<file path="config.mk">
export PLATFORM = sky130hd
export DESIGN_NAME = three_axis_average_change_reporter
export DESIGN_NICKNAME = d
export VERILOG_FILES = /design/src/rtl/core/tacr_pkg.sv /design/src/rtl/core/three_axis_average_change_reporter.sv /design/src/rtl/core/tacr_ram.sv /design/src/rtl/core/tacr_div.sv /design/src/rtl/core/tacr_datapath.sv /design/src/rtl/core/tacr_ctrl.sv
export SDC_FILE = /design/constraint.sdc
export NUM_CORES = 2
export LEC_CHECK = 0
export BUFFER_PORTS_ARGS = -buffer_cell sky130_fd_sc_hd__buf_4
export CORE_ASPECT_RATIO = 0.9
export CORE_MARGIN = 2
export CORE_UTILIZATION = 45
export CTS_CLUSTER_DIAMETER = 60
export DETAILED_ROUTE_END_ITERATION = 8
export SYNTH_ARGS = -nofsm -noshare
export SYNTH_HDL_FRONTEND = slang
export SYNTH_SLANG_ARGS = --single-unit
</file>
<file path="constraint.sdc">
create_clock -name clk_i -period 9.2 [get_ports clk_i]
set_clock_uncertainty 0.1 [all_clocks]
set_input_delay 1.38 -clock clk_i [delete_from_list [all_inputs] [get_ports clk_i]]
set_output_delay 1.38 -clock clk_i [all_outputs]
set_load 0.02 [all_outputs]
</file>
<file path="src/rtl/core/tacr_pkg.sv">
// Shared types and constants for the three-axis average change reporter.
`default_nettype none

package tacr_pkg;

  localparam int unsigned WINDOW_DEF = 5;

  localparam int unsigned TIME_W    = 32;
  localparam int unsigned RATE_W    = 22;
  localparam int unsigned THR_W     = 22;
  localparam int unsigned SENT_W    = 25;
  localparam int unsigned CFG_IDX_W = 2;
  localparam int unsigned CFG_DAT_W = 32;
  localparam int unsigned AXES      = 3;

  // quotient bits resolved per divider cycle
  localparam int unsigned DIV_RADIX = 4;

  localparam logic [CFG_IDX_W-1:0] CFG_PERIOD    = CFG_IDX_W'(0);
  localparam logic [CFG_IDX_W-1:0] CFG_THRESHOLD = CFG_IDX_W'(1);

  localparam logic [TIME_W-1:0]        PERIOD_RESET = '0;
  localparam logic [THR_W-1:0]         THR_RESET    = THR_W'(1000);
  localparam logic signed [SENT_W-1:0] SENT_RESET   = -SENT_W'(9999000);

  typedef enum logic [2:0] {
    ST_IDLE,
    ST_READ,
    ST_LOAD,
    ST_DIV,
    ST_SIGN,
    ST_CHECK
  } state_e;

  typedef struct packed {
    logic take_time;
    logic take_sample;
    logic ring_upd;
    logic div_load;
    logic div_step;
    logic report;
  } cmd_t;

  typedef struct packed {
    logic period_ok;
    logic sample_ok;
    logic div_last;
    logic moved;
    logic out_free;
  } sts_t;

endpackage

`default_nettype wire

</file>
<file path="src/rtl/core/three_axis_average_change_reporter.sv">
// Top level of the three-axis windowed average change reporter.
`default_nettype none

// Takes one timestamped gyro beat per handshake. A beat arriving before
// period_ms has elapsed, or with read_ok low, is accepted and dropped. A
// taken sample holds the input stalled while the controller steps through
// ST_READ, ST_LOAD, ST_DIV, ST_SIGN and ST_CHECK; the length of ST_DIV is
// set by the three per-axis dividers, which resolve four quotient bits per
// cycle. The ring itself is a RAM read before a running-sum update and
// written in the same cycle as that update. A report waits in the output
// register, and the busy sequence is extended only if a new report finds
// that register still occupied and stalled. Config writes are always ready and must be issued while the block is idle.

module three_axis_average_change_reporter import tacr_pkg::*; #(
  parameter int unsigned WINDOW = WINDOW_DEF
) (
  input  wire logic                     clk_i,
  input  wire logic                     rst_ni,
  input  wire logic                     cfg_valid_i,
  output logic                          cfg_ready_o,
  input  wire logic [CFG_IDX_W-1:0]     cfg_index_i,
  input  wire logic [CFG_DAT_W-1:0]     cfg_data_i,
  input  wire logic                     in_valid_i,
  output logic                          in_stall_o,
  input  wire logic [TIME_W-1:0]        now_ms_i,
  input  wire logic                     read_ok_i,
  input  wire logic signed [RATE_W-1:0] rate_x_i,
  input  wire logic signed [RATE_W-1:0] rate_y_i,
  input  wire logic signed [RATE_W-1:0] rate_z_i,
  output logic                          out_valid_o,
  input  wire logic                     out_stall_i,
  output logic signed [RATE_W-1:0]      mean_x_o,
  output logic signed [RATE_W-1:0]      mean_y_o,
  output logic signed [RATE_W-1:0]      mean_z_o
);

  cmd_t cmd;
  sts_t sts;

  assign cfg_ready_o = 1'b1;

  tacr_ctrl u_ctrl (
    .clk_i      (clk_i),
    .rst_ni     (rst_ni),
    .in_valid_i (in_valid_i),
    .in_stall_o (in_stall_o),
    .sts_i      (sts),
    .cmd_o      (cmd)
  );

  tacr_datapath #(
    .WINDOW (WINDOW)
  ) u_datapath (
    .clk_i       (clk_i),
    .rst_ni      (rst_ni),
    .cfg_we_i    (cfg_valid_i && cfg_ready_o),
    .cfg_index_i (cfg_index_i),
    .cfg_data_i  (cfg_data_i),
    .now_ms_i    (now_ms_i),
    .read_ok_i   (read_ok_i),
    .rate_x_i    (rate_x_i),
    .rate_y_i    (rate_y_i),
    .rate_z_i    (rate_z_i),
    .cmd_i       (cmd),
    .sts_o       (sts),
    .out_valid_o (out_valid_o),
    .out_stall_i (out_stall_i),
    .mean_x_o    (mean_x_o),
    .mean_y_o    (mean_y_o),
    .mean_z_o    (mean_z_o)
  );

endmodule

`default_nettype wire

</file>
<file path="src/rtl/core/tacr_ram.sv">
// Generic single-write, single-read RAM with registered read data.
`default_nettype none

module tacr_ram #(
  parameter int unsigned WIDTH = 8,
  parameter int unsigned DEPTH = 4,
  localparam int unsigned AW = (DEPTH > 1) ? $clog2(DEPTH) : 1
) (
  input  wire logic             clk_i,
  input  wire logic             we_i,
  input  wire logic [AW-1:0]    waddr_i,
  input  wire logic [WIDTH-1:0] wdata_i,
  input  wire logic             re_i,
  input  wire logic [AW-1:0]    raddr_i,
  output logic      [WIDTH-1:0] rdata_o
);

  logic [WIDTH-1:0] mem_q [DEPTH];
  logic [WIDTH-1:0] rdata_q;

  always_ff @(posedge clk_i) begin
    if (we_i) begin
      mem_q[waddr_i] <= wdata_i;
    end
    if (re_i) begin
      rdata_q <= mem_q[raddr_i];
    end
  end

  assign rdata_o = rdata_q;

endmodule

`default_nettype wire

</file>
<file path="src/rtl/core/tacr_div.sv">
// Signed sum by fill count divider, radix-16 restoring, truncates toward zero.
`default_nettype none

module tacr_div import tacr_pkg::*; #(
  parameter int unsigned WINDOW = WINDOW_DEF,
  localparam int unsigned CNT_W   = $clog2(WINDOW + 1),
  localparam int unsigned SUM_W   = RATE_W + CNT_W,
  localparam int unsigned DIV_CYC = (SUM_W + DIV_RADIX - 1) / DIV_RADIX,
  localparam int unsigned DIV_W   = DIV_CYC * DIV_RADIX
) (
  input  wire logic                     clk_i,
  input  wire logic                     rst_ni,
  input  wire logic                     load_i,
  input  wire logic                     step_i,
  input  wire logic signed [SUM_W-1:0]  dividend_i,
  input  wire logic        [CNT_W-1:0]  divisor_i,
  output logic signed      [RATE_W-1:0] quot_o
);

  logic [DIV_W-1:0]  dvd_q, dvd_d, dvd_step;
  logic [CNT_W:0]    rem_q, rem_d, rem_step;
  logic              neg_q;
  logic [SUM_W-1:0]  mag;
  logic [RATE_W-1:0] qmag;
  logic signed [RATE_W-1:0] quot_q;

  assign mag = dividend_i[SUM_W-1] ? SUM_W'(-dividend_i) : SUM_W'(dividend_i);

  always_comb begin
    rem_step = rem_q;
    dvd_step = dvd_q;
    for (int k = 0; k < DIV_RADIX; k++) begin
      rem_step = {rem_step[CNT_W-1:0], dvd_step[DIV_W-1]};
      dvd_step = {dvd_step[DIV_W-2:0], 1'b0};
      if (rem_step >= {1'b0, divisor_i}) begin
        rem_step    = rem_step - {1'b0, divisor_i};
        dvd_step[0] = 1'b1;
      end
    end
  end

  always_comb begin
    dvd_d = dvd_q;
    rem_d = rem_q;
    if (load_i) begin
      dvd_d = DIV_W'(mag);
      rem_d = '0;
    end else if (step_i) begin
      dvd_d = dvd_step;
      rem_d = rem_step;
    end
  end

  always_ff @(posedge clk_i or negedge rst_ni) begin
    if (!rst_ni) begin
      neg_q <= 1'b0;
    end else if (load_i) begin
      neg_q <= dividend_i[SUM_W-1];
    end
  end

  assign qmag = dvd_q[RATE_W-1:0];

  always_ff @(posedge clk_i) begin
    dvd_q  <= dvd_d;
    rem_q  <= rem_d;
    quot_q <= neg_q ? $signed(-qmag) : $signed(qmag);
  end

  assign quot_o = quot_q;

endmodule

`default_nettype wire

</file>
<file path="src/rtl/core/tacr_datapath.sv">
// Datapath: config registers, sample ring, running sums, dividers, report logic.
`default_nettype none

module tacr_datapath import tacr_pkg::*; #(
  parameter int unsigned WINDOW = WINDOW_DEF,
  localparam int unsigned CNT_W   = $clog2(WINDOW + 1),
  localparam int unsigned SLOT_W  = (WINDOW > 1) ? $clog2(WINDOW) : 1,
  localparam int unsigned SUM_W   = RATE_W + CNT_W,
  localparam int unsigned DIV_CYC = (SUM_W + DIV_RADIX - 1) / DIV_RADIX,
  localparam int unsigned DC_W    = $clog2(DIV_CYC),
  localparam int unsigned DIFF_W  = SENT_W + 1
) (
  input  wire logic                     clk_i,
  input  wire logic                     rst_ni,
  input  wire logic                     cfg_we_i,
  input  wire logic [CFG_IDX_W-1:0]     cfg_index_i,
  input  wire logic [CFG_DAT_W-1:0]     cfg_data_i,
  input  wire logic [TIME_W-1:0]        now_ms_i,
  input  wire logic                     read_ok_i,
  input  wire logic signed [RATE_W-1:0] rate_x_i,
  input  wire logic signed [RATE_W-1:0] rate_y_i,
  input  wire logic signed [RATE_W-1:0] rate_z_i,
  input  wire cmd_t                     cmd_i,
  output sts_t                          sts_o,
  output logic                          out_valid_o,
  input  wire logic                     out_stall_i,
  output logic signed [RATE_W-1:0]      mean_x_o,
  output logic signed [RATE_W-1:0]      mean_y_o,
  output logic signed [RATE_W-1:0]      mean_z_o
);

  logic [TIME_W-1:0] period_q;
  logic [THR_W-1:0]  thr_q;
  logic [TIME_W-1:0] last_q;
  logic [SLOT_W-1:0] slot_q, slot_d;
  logic [CNT_W-1:0]  fill_q, fill_d;
  logic              full;
  logic [DC_W-1:0]   div_cnt_q;
  logic              out_valid_q;
  logic [TIME_W-1:0] elapsed;

  logic signed [RATE_W-1:0] rate_in [AXES];
  logic signed [RATE_W-1:0] smp_q   [AXES];
  logic signed [RATE_W-1:0] old_v   [AXES];
  logic signed [RATE_W-1:0] quot    [AXES];
  logic signed [RATE_W-1:0] mean_q  [AXES];
  logic signed [SUM_W-1:0]  sum_q   [AXES];
  logic signed [SENT_W-1:0] sent_q  [AXES];
  logic [AXES-1:0]          moved;

  logic [AXES*RATE_W-1:0] ram_wdata, ram_rdata;
  logic signed [DIFF_W-1:0] thr_s;

  // config
  always_ff @(posedge clk_i or negedge rst_ni) begin
    if (!rst_ni) begin
      period_q <= PERIOD_RESET;
      thr_q    <= THR_RESET;
    end else if (cfg_we_i) begin
      unique case (cfg_index_i)
        CFG_PERIOD:    period_q <= cfg_data_i[TIME_W-1:0];
        CFG_THRESHOLD: thr_q    <= cfg_data_i[THR_W-1:0];
        default: ;
      endcase
    end
  end

  assign elapsed = now_ms_i - last_q;

  always_ff @(posedge clk_i or negedge rst_ni) begin
    if (!rst_ni) begin
      last_q <= '0;
    end else if (cmd_i.take_time) begin
      last_q <= now_ms_i;
    end
  end

  // ring bookkeeping
  assign full   = (fill_q == CNT_W'(WINDOW));
  assign slot_d = (slot_q == SLOT_W'(WINDOW - 1)) ? '0 : slot_q + SLOT_W'(1);
  assign fill_d = full ? fill_q : fill_q + CNT_W'(1);

  always_ff @(posedge clk_i or negedge rst_ni) begin
    if (!rst_ni) begin
      slot_q <= '0;
      fill_q <= '0;
    end else if (cmd_i.ring_upd) begin
      slot_q <= slot_d;
      fill_q <= fill_d;
    end
  end

  always_ff @(posedge clk_i or negedge rst_ni) begin
    if (!rst_ni) begin
      div_cnt_q <= '0;
    end else if (cmd_i.div_load) begin
      div_cnt_q <= '0;
    end else if (cmd_i.div_step) begin
      div_cnt_q <= div_cnt_q + DC_W'(1);
    end
  end

  assign rate_in[0] = rate_x_i;
  assign rate_in[1] = rate_y_i;
  assign rate_in[2] = rate_z_i;

  tacr_ram #(
    .WIDTH (AXES * RATE_W),
    .DEPTH (WINDOW)
  ) u_ring (
    .clk_i   (clk_i),
    .we_i    (cmd_i.ring_upd),
    .waddr_i (slot_q),
    .wdata_i (ram_wdata),
    .re_i    (cmd_i.take_sample),
    .raddr_i (slot_q),
    .rdata_o (ram_rdata)
  );

  assign thr_s = $signed(DIFF_W'(thr_q));

  for (genvar a = 0; a < AXES; a++) begin : g_axis
    logic signed [DIFF_W-1:0] diff;

    assign ram_wdata[a*RATE_W +: RATE_W] = smp_q[a];
    // while the ring is not yet full, the value leaving the window is taken as zero
    assign old_v[a] = full ? $signed(ram_rdata[a*RATE_W +: RATE_W]) : '0;

    always_ff @(posedge clk_i) begin
      if (cmd_i.take_sample) begin
        smp_q[a] <= rate_in[a];
      end
    end

    always_ff @(posedge clk_i or negedge rst_ni) begin
      if (!rst_ni) begin
        sum_q[a]  <= '0;
        sent_q[a] <= SENT_RESET;
      end else begin
        if (cmd_i.ring_upd) begin
          sum_q[a] <= sum_q[a] + SUM_W'(smp_q[a]) - SUM_W'(old_v[a]);
        end
        if (cmd_i.report) begin
          sent_q[a] <= SENT_W'(quot[a]);
        end
      end
    end

    tacr_div #(
      .WINDOW (WINDOW)
    ) u_div (
      .clk_i      (clk_i),
      .rst_ni     (rst_ni),
      .load_i     (cmd_i.div_load),
      .step_i     (cmd_i.div_step),
      .dividend_i (sum_q[a]),
      .divisor_i  (fill_q),
      .quot_o     (quot[a])
    );

    assign diff     = DIFF_W'(quot[a]) - DIFF_W'(sent_q[a]);
    assign moved[a] = (diff > thr_s) || (diff < -thr_s);

    always_ff @(posedge clk_i) begin
      if (cmd_i.report) begin
        mean_q[a] <= quot[a];
      end
    end
  end

  // output register
  always_ff @(posedge clk_i or negedge rst_ni) begin
    if (!rst_ni) begin
      out_valid_q <= 1'b0;
    end else if (cmd_i.report) begin
      out_valid_q <= 1'b1;
    end else if (!out_stall_i) begin
      out_valid_q <= 1'b0;
    end
  end

  assign out_valid_o = out_valid_q;
  assign mean_x_o    = mean_q[0];
  assign mean_y_o    = mean_q[1];
  assign mean_z_o    = mean_q[2];

  assign sts_o.period_ok = (elapsed >= period_q);
  assign sts_o.sample_ok = read_ok_i;
  assign sts_o.div_last  = (div_cnt_q == DC_W'(DIV_CYC - 1));
  assign sts_o.moved     = |moved;
  assign sts_o.out_free  = !out_valid_q || !out_stall_i;

endmodule

`default_nettype wire

</file>
<file path="src/rtl/core/tacr_ctrl.sv">
// Controller state machine sequencing one sample through ring, divide and report.
`default_nettype none

module tacr_ctrl import tacr_pkg::*; (
  input  wire logic clk_i,
  input  wire logic rst_ni,
  input  wire logic in_valid_i,
  output logic      in_stall_o,
  input  wire sts_t sts_i,
  output cmd_t      cmd_o
);

  state_e state_q, state_d;

  always_ff @(posedge clk_i or negedge rst_ni) begin
    if (!rst_ni) begin
      state_q <= ST_IDLE;
    end else begin
      state_q <= state_d;
    end
  end

  always_comb begin
    state_d = state_q;
    unique case (state_q)
      ST_IDLE: begin
        if (in_valid_i && sts_i.period_ok && sts_i.sample_ok) begin
          state_d = ST_READ;
        end
      end
      ST_READ:  state_d = ST_LOAD;
      ST_LOAD:  state_d = ST_DIV;
      ST_DIV: begin
        if (sts_i.div_last) begin
          state_d = ST_SIGN;
        end
      end
      ST_SIGN:  state_d = ST_CHECK;
      ST_CHECK: begin
        if (!sts_i.moved || sts_i.out_free) begin
          state_d = ST_IDLE;
        end
      end
      default:  state_d = ST_IDLE;
    endcase
  end

  always_comb begin
    cmd_o      = '0;
    in_stall_o = 1'b1;
    unique case (state_q)
      ST_IDLE: begin
        in_stall_o = 1'b0;
        if (in_valid_i && sts_i.period_ok) begin
          cmd_o.take_time   = 1'b1;
          cmd_o.take_sample = sts_i.sample_ok;
        end
      end
      ST_READ:  cmd_o.ring_upd = 1'b1;
      ST_LOAD:  cmd_o.div_load = 1'b1;
      ST_DIV:   cmd_o.div_step = 1'b1;
      ST_SIGN:  ;
      ST_CHECK: cmd_o.report = sts_i.moved && sts_i.out_free;
      default:  ;
    endcase
  end

endmodule

`default_nettype wire

</file>
Yosys cells after proc, flatten, opt, wreduce, memory -nomap -nowiden
Memory sizes are Yosys's and may differ from the RTL's. A register that Yosys moved wholly into a read port is not among the register bits.
Cells that the tools add are included.
Operators by class
  $add $sub $neg: 32
  order comparisons: 19
  equality and inequality tests: 13
  mux-type cells: 61
  bitwise operators: 1
  reduce and logical (&&, ||, !) cells: 19
Operators with widths (count)
  $mux 25: 9
  $mux 22: 6
  $gt 26x23->1: 3
  $lt 26x26->1: 3
  $sub 22x25->26: 3
  $add 25x22->25: 3
  $neg 25->25: 3
  $sub 25x22->25: 3
  $neg 22->22: 3
  $mux 3: 18
  $ge 4x3->1: 12
  $sub 3x3->3: 12
  $ge 32x32->1: 1
  $sub 32x32->32: 1
  $neg 22->26: 1
  $mux 1: 25
  $pmux 3 s6: 1
  $eq 3x3->1 const B: 5
  $add 3x1->3 const B: 3
  $eq 3x2->1 const B: 2
  $ne 2x1->1 const B: 3
  $reduce_and 2->1: 3
  $logic_or 1x1->1: 5
  $mux 2: 2
  11 further kinds: 15
Storage, ports and cells
  register bits: 411
  bits in writable memories: 462
  output and inout bits: 69
  word-level logic and storage cells: 177
  memories kept: 3
Memory list
  u_datapath.u_ring.mem_q: words 5, bits a word 66, read ports 1, clocked after memory_dff 1, wr ports 1, line tacr_ram.sv:18  | logic [WIDTH-1:0] mem_q [DEPTH];
  u_datapath.mean_q: words 3, bits a word 22, read ports 3, clocked after memory_dff 0, wr ports 3, line tacr_datapath.sv:46  | logic signed [RATE_W-1:0] mean_q [AXES];
  u_datapath.smp_q: words 3, bits a word 22, read ports 3, clocked after memory_dff 0, wr ports 3, line tacr_datapath.sv:43  | logic signed [RATE_W-1:0] smp_q [AXES];

Depth between registers and ports, before layout
  depth after elaboration: 10
  gate-level depth with buffers: 30

Modules after synthesis
A second synthesis with hierarchy kept.
Unflattened totals
  cell total of the unflattened synthesis: 4879
  area total of the unflattened synthesis: 53656.5 sq um
Modules (own cells, without submodules)
  tacr_datapath: times used 1, cells an instance 3044, area an instance 28343.4 sq um, sequential area each 10022.1 sq um
  tacr_ram: times used 1, cells an instance 777, area an instance 15134.5 sq um, sequential area each 11891.4 sq um
  tacr_div: times used 3, cells an instance 343, area an instance 3315.7 sq um, sequential area each 1336.3 sq um
  tacr_ctrl: times used 1, cells an instance 27, area an instance 220.2 sq um, sequential area each 75.1 sq um
  three_axis_average_change_reporter: times used 1, cells an instance 2, area an instance 11.3 sq um, sequential area each 0.0 sq um

Worst setup path after synthesis
OpenSTA, ideal clock, no wires.
  path kind: input port to flip-flop
  from: input port now_ms_i[4]
  to: memory u_datapath.smp_q[0][0], enable pin
  library setup time: 0.506 ns
  arrival: 8.453 ns
  required time: 8.594 ns
  setup slack: 0.140 ns
  cell stages on the path: 17
  cell sequence: ha_1 a21o_1 o41a_1 o31a_1 o2bb2ai_1 o41a_1 a311o_1 o31a_1 a221oi_1 xnor2_1 ha_1 nand4_1 nor3_1 a22oi_1 nor2_1 clkbuf_1 and2_1
RTL lines
  from (decl): line three_axis_average_change_reporter.sv:25  | input wire logic [TIME_W-1:0] now_ms_i,
  to (decl): line tacr_datapath.sv:43

Final worst setup path
  from: register u_datapath.g_axis[1].u_div.quot_q[0]
  to: register u_datapath.sent_q[59] (netlist bit)
On the way
  word-level cells in the longest chain between the ends: 6
  elaborated cells on any way between the ends: 7
  classes of those cells: add/sub: 1; order compare: 2; mux: 1; reduce/logical: 3
Ends and longest elaborated chain
  from (decl): line tacr_div.sv:25  | logic signed [RATE_W-1:0] quot_q;
  from (signal assigned): line tacr_div.sv:67  | quot_q <= neg_q ? $signed(-qmag) : $signed(qmag);
  $sub 22x25->26 (*): line tacr_datapath.sv:161  | assign diff = DIFF_W'(quot[a]) - DIFF_W'(sent_q[a]);
  $gt 26x23->1 / $lt 26x26->1 (equally long branches): line tacr_datapath.sv:162  | assign moved[a] = (diff > thr_s) || (diff < -thr_s);
  $logic_or 1x1->1 (*): line tacr_datapath.sv:162
  $reduce_or 3->1 (*): line tacr_datapath.sv:190  | assign sts_o.moved = |moved;
  $logic_and 1x1->1 (*): line tacr_ctrl.sv:63  | ST_CHECK: cmd_o.report = sts_i.moved && sts_i.out_free;
  $mux 1 (*): line tacr_ctrl.sv:51  | unique case (state_q)
  to (signal, indexed assignment): line tacr_datapath.sv:144  | sent_q[a] <= SENT_W'(quot[a]);
  to (decl): line tacr_datapath.sv:48  | logic signed [SENT_W-1:0] sent_q [AXES];
Mark *: on every way between the ends. The rest lies on a longest branch, timed or not.
A chain may end at the register's enable or synchronous reset.

==> impl_metrics.toml <==
[timing]
tns_ns = 0
setup_viol = 0
worst_slew_pin_slew_ns = 1.18
max_slew_margin_pct = 20.9
finalCriticalPeriod_ns = 6.81
report.final.slew_viol_count = 0
max_freq_mhz = 147
rsz0062_at_grt = "no"
finalHoldViolations = 0
period_share_pct = 74.0

[route]
vias = 35100
wire_per_inst_um = 19.2
drtIter0Drc = 2475
drc = 0
wirelength_mm = 125
drtPass1Iterations = 5
vias_per_cell = 5.37
postRouteAntennaNets = 0

[critical_path]
crit_slowest_cell = "o211ai_4"
crit_arrival_ns = 7.28
cp_max_fo = 52
rrSetupSlack_ns = 2.39
path_cells = "inv_1, ha_1, fa_1, nor2b_1, o31a_1, a2bb2oi_1, nand2b_1, a21boi_0, nor2_1, o21ai_0, xor2_1, ha_1, nand4_1, nor3_1, nand2_1, a21oi_1, nor3_1, o21ai_0, o31a_1, o41ai_2, o211ai_4, buf_4, mux2_2"
start_kind = "flip-flop"
crit_path_end_kind = "flip-flop"
slowest_delay_ns = 0.97
crit_type = "reg2reg"
worstPathRequired_ns = 9.66

[placed_design]
numPortBuffers = 205
place_hpwl_mm = 91.5
gp_congestion = 0.894

[grt]
grt_first_pass_wirelength_mm = 197
grt_antenna_before_repair = 1
grt-ovfl-total = 0
grt_pass1_vias = 33900
grt_max_degree = 130
grt_use_total_pct = 21.0

[clock_tree]
postCtsSetupBuffers = 0
insertion_delay_ns = 0.71
cts_buffers = 106
post_cts_resize_count = 0
clockRootBuffer = "clkbuf_16"
tritoncts = "yes"
cts.sinks = 933
clock_path_buffers = 3
cts-htree-levels = 3
clk_pin_slew_ns = 0.06
ctsHoldBuffers = 0

[synthesis]
synthCells = 4753
synth_cell_type_count = 82
synth-edff-count = 603
synth_area_per_cell_um2 = 11.0
synth_area_um2 = 52200
ys_seq_elements = 933
syn-num-nets = 5379
ys.flop_type = "edfxtp_1"
synthArstFlopShare_pct = 26.4
ys_seq_area_share_pct = 49.8
yosysWarnings = 0

[die]
die_area_um2 = 119000
die_h_um = 327
io_pins = 207
rows = 118
initial_utilization_pct = 45.4
core_um2 = 115000
chipWidth_um = 363

[final_layout]
drive_above_1_share_pct = 12.4
num-nets-final = 5583
mostFrequentLayoutCell = "edfxtp_1"
final_cell_mix = "edfxtp_1 (603), inv_1 (518), ha_1 (399)"
syn_to_final_growth_pct = 13.0

[job]
cap_violations = 0

[min_path]
hold_path.class = "reg2reg"

[outcome]
status = "complete, no violations"
-- per-stage QoR --
step                      hold slack (ns)  cells  utilization (%)  cell area [um2]  worst slack, ns
after global placement              0.337   6349             48.1            55400             1.91
after global routing                0.370   6544             51.3            59000             1.77
after CTS                           0.355   6544             51.3            59000             2.36
final                               0.361   6545             51.3            59000             2.39
after floorplan                     0.315   4753                -            52200            0.140
after detailed placement            0.342   6349             48.1            55400             1.90
-- path summary, 6_finish.rpt --
| kind | startpoint | endpoint | cells past startpoint |
|---|---|---|---|
| setup / recovery | u_datapath.g_axis[1].u_div.quot_o[0]$_DFF_P_ | u_datapath.sent_q[59]$_DFFE_PN0P_ | 23 |
| hold / removal | u_datapath.g_axis[1].u_div.quot_o[0]$_DFF_P_ | u_datapath.mean_q[0][22]$_DFFE_PP_ | 0 |
| setup reg to reg | u_datapath.g_axis[1].u_div.quot_o[0]$_DFF_P_ | u_datapath.sent_q[59]$_DFFE_PN0P_ | 23 |
| hold reg to reg | u_datapath.g_axis[1].u_div.quot_o[0]$_DFF_P_ | u_datapath.mean_q[0][22]$_DFFE_PP_ | 0 |
| max in group asynchronous | rst_ni | u_datapath.fill_q[2]$_DFFE_PN0P_ | 2 |
| min in group asynchronous | rst_ni | u_datapath.sent_q[65]$_DFFE_PN0P_ | 1 |
-- routing by layer --
layer  track usage [%]  vias up  part of all wire (%)
met4              5.32        0                   2.3
met3              2.72      155                   4.5
met2              32.0      732                    44
met1              31.7    16900                    50
li1                  -    17400                     -
met5                 0        -                     0
-- cells in the mapped netlist, types with 16 or more instances --
cell	number	area, um2
edfxtp_1	603	18100
inv_1	519	1950
ha_1	400	5000
o21ai_0	398	1990
nand2_1	393	1480
a21oi_1	251	1260
xnor2_1	233	2040
nor2_1	211	792
dfrtp_1	204	5100
clkbuf_1	124	465
mux2_2	113	1270
a21o_1	107	803
mux2i_1	93	931
fa_1	88	1760
dfxtp_1	84	1680
and3_1	80	500
a22oi_1	69	518
xor2_1	69	604
nand3_1	57	285
nor3_1	51	255
nand4_1	46	288
o31ai_1	45	338
dfstp_2	42	1100
nand2b_1	39	244
or3_1	32	200
o21bai_1	28	210
nor2b_1	27	169
nor4_1	27	169
o21a_1	27	203
a211oi_1	23	173
a31oi_1	20	125
o211ai_1	19	143
and2_1	16	100
mux2_4	16	240
o41ai_1	16	140
or4_1	16	120
-- final cells by class --
cell class	instances	area, um2
Antenna cell	1	2.50
Clock buffer	130	2880
Clock inverter	65	709
Fill cell	10300	56100
Inverter	520	1950
Multi-Input combinational cell	3153	23700
Sequential cell	933	26000
Tap cell	1500	1880
Timing Repair Buffer	243	1860
-- registers in the layout, summed over array words and instances (netlist names), 32 cells and up --
| register | flops |
|---|---|
| u_datapath.mean_q | 66 |
| u_datapath.period_q | 32 |
| u_datapath.sent_q | 69 |
| u_datapath.g_axis.u_div.quot_o | 66 |
| u_datapath.g_axis.u_div.dvd_q | 84 |
| u_datapath.last_q | 32 |
| u_datapath.u_ring.rdata_o | 66 |
| u_datapath.sum_q | 75 |
| u_datapath.smp_q | 66 |
| u_datapath.u_ring.mem_q | 330 |
-- cell families (layout without fill, tap and decap cells) --
logic type	after synthesis	count (layout)	share of synthesized area (%)
buf+inv	667	958	4.93
other cells	1	2	0.00719
mux	222	222	4.68
fa+ha+maj	488	488	13.0
compound gates	1104	1104	13.1
flops	933	933	49.8
xor+xnor	302	302	5.07
simple gates	1036	1036	9.43
-- worst max-delay path: cells and delay by family (launching register included) --
kind / cells / cell delay [ns]
AOI/OAI and AO/OA: 9 / 2.80
xor gates and xnor gates: 1 / 0.17
adders and majority gates: 3 / 0.94
buffers and inverters: 2 / 0.83
DFF: 1 / 0.34
muxes: 1 / 0.41
and+or+nand+nor: 7 / 1.03
Power is left out: the tool's default activity adds up to more than one toggle a clock period on the data nets, which glitch-free logic cannot reach.
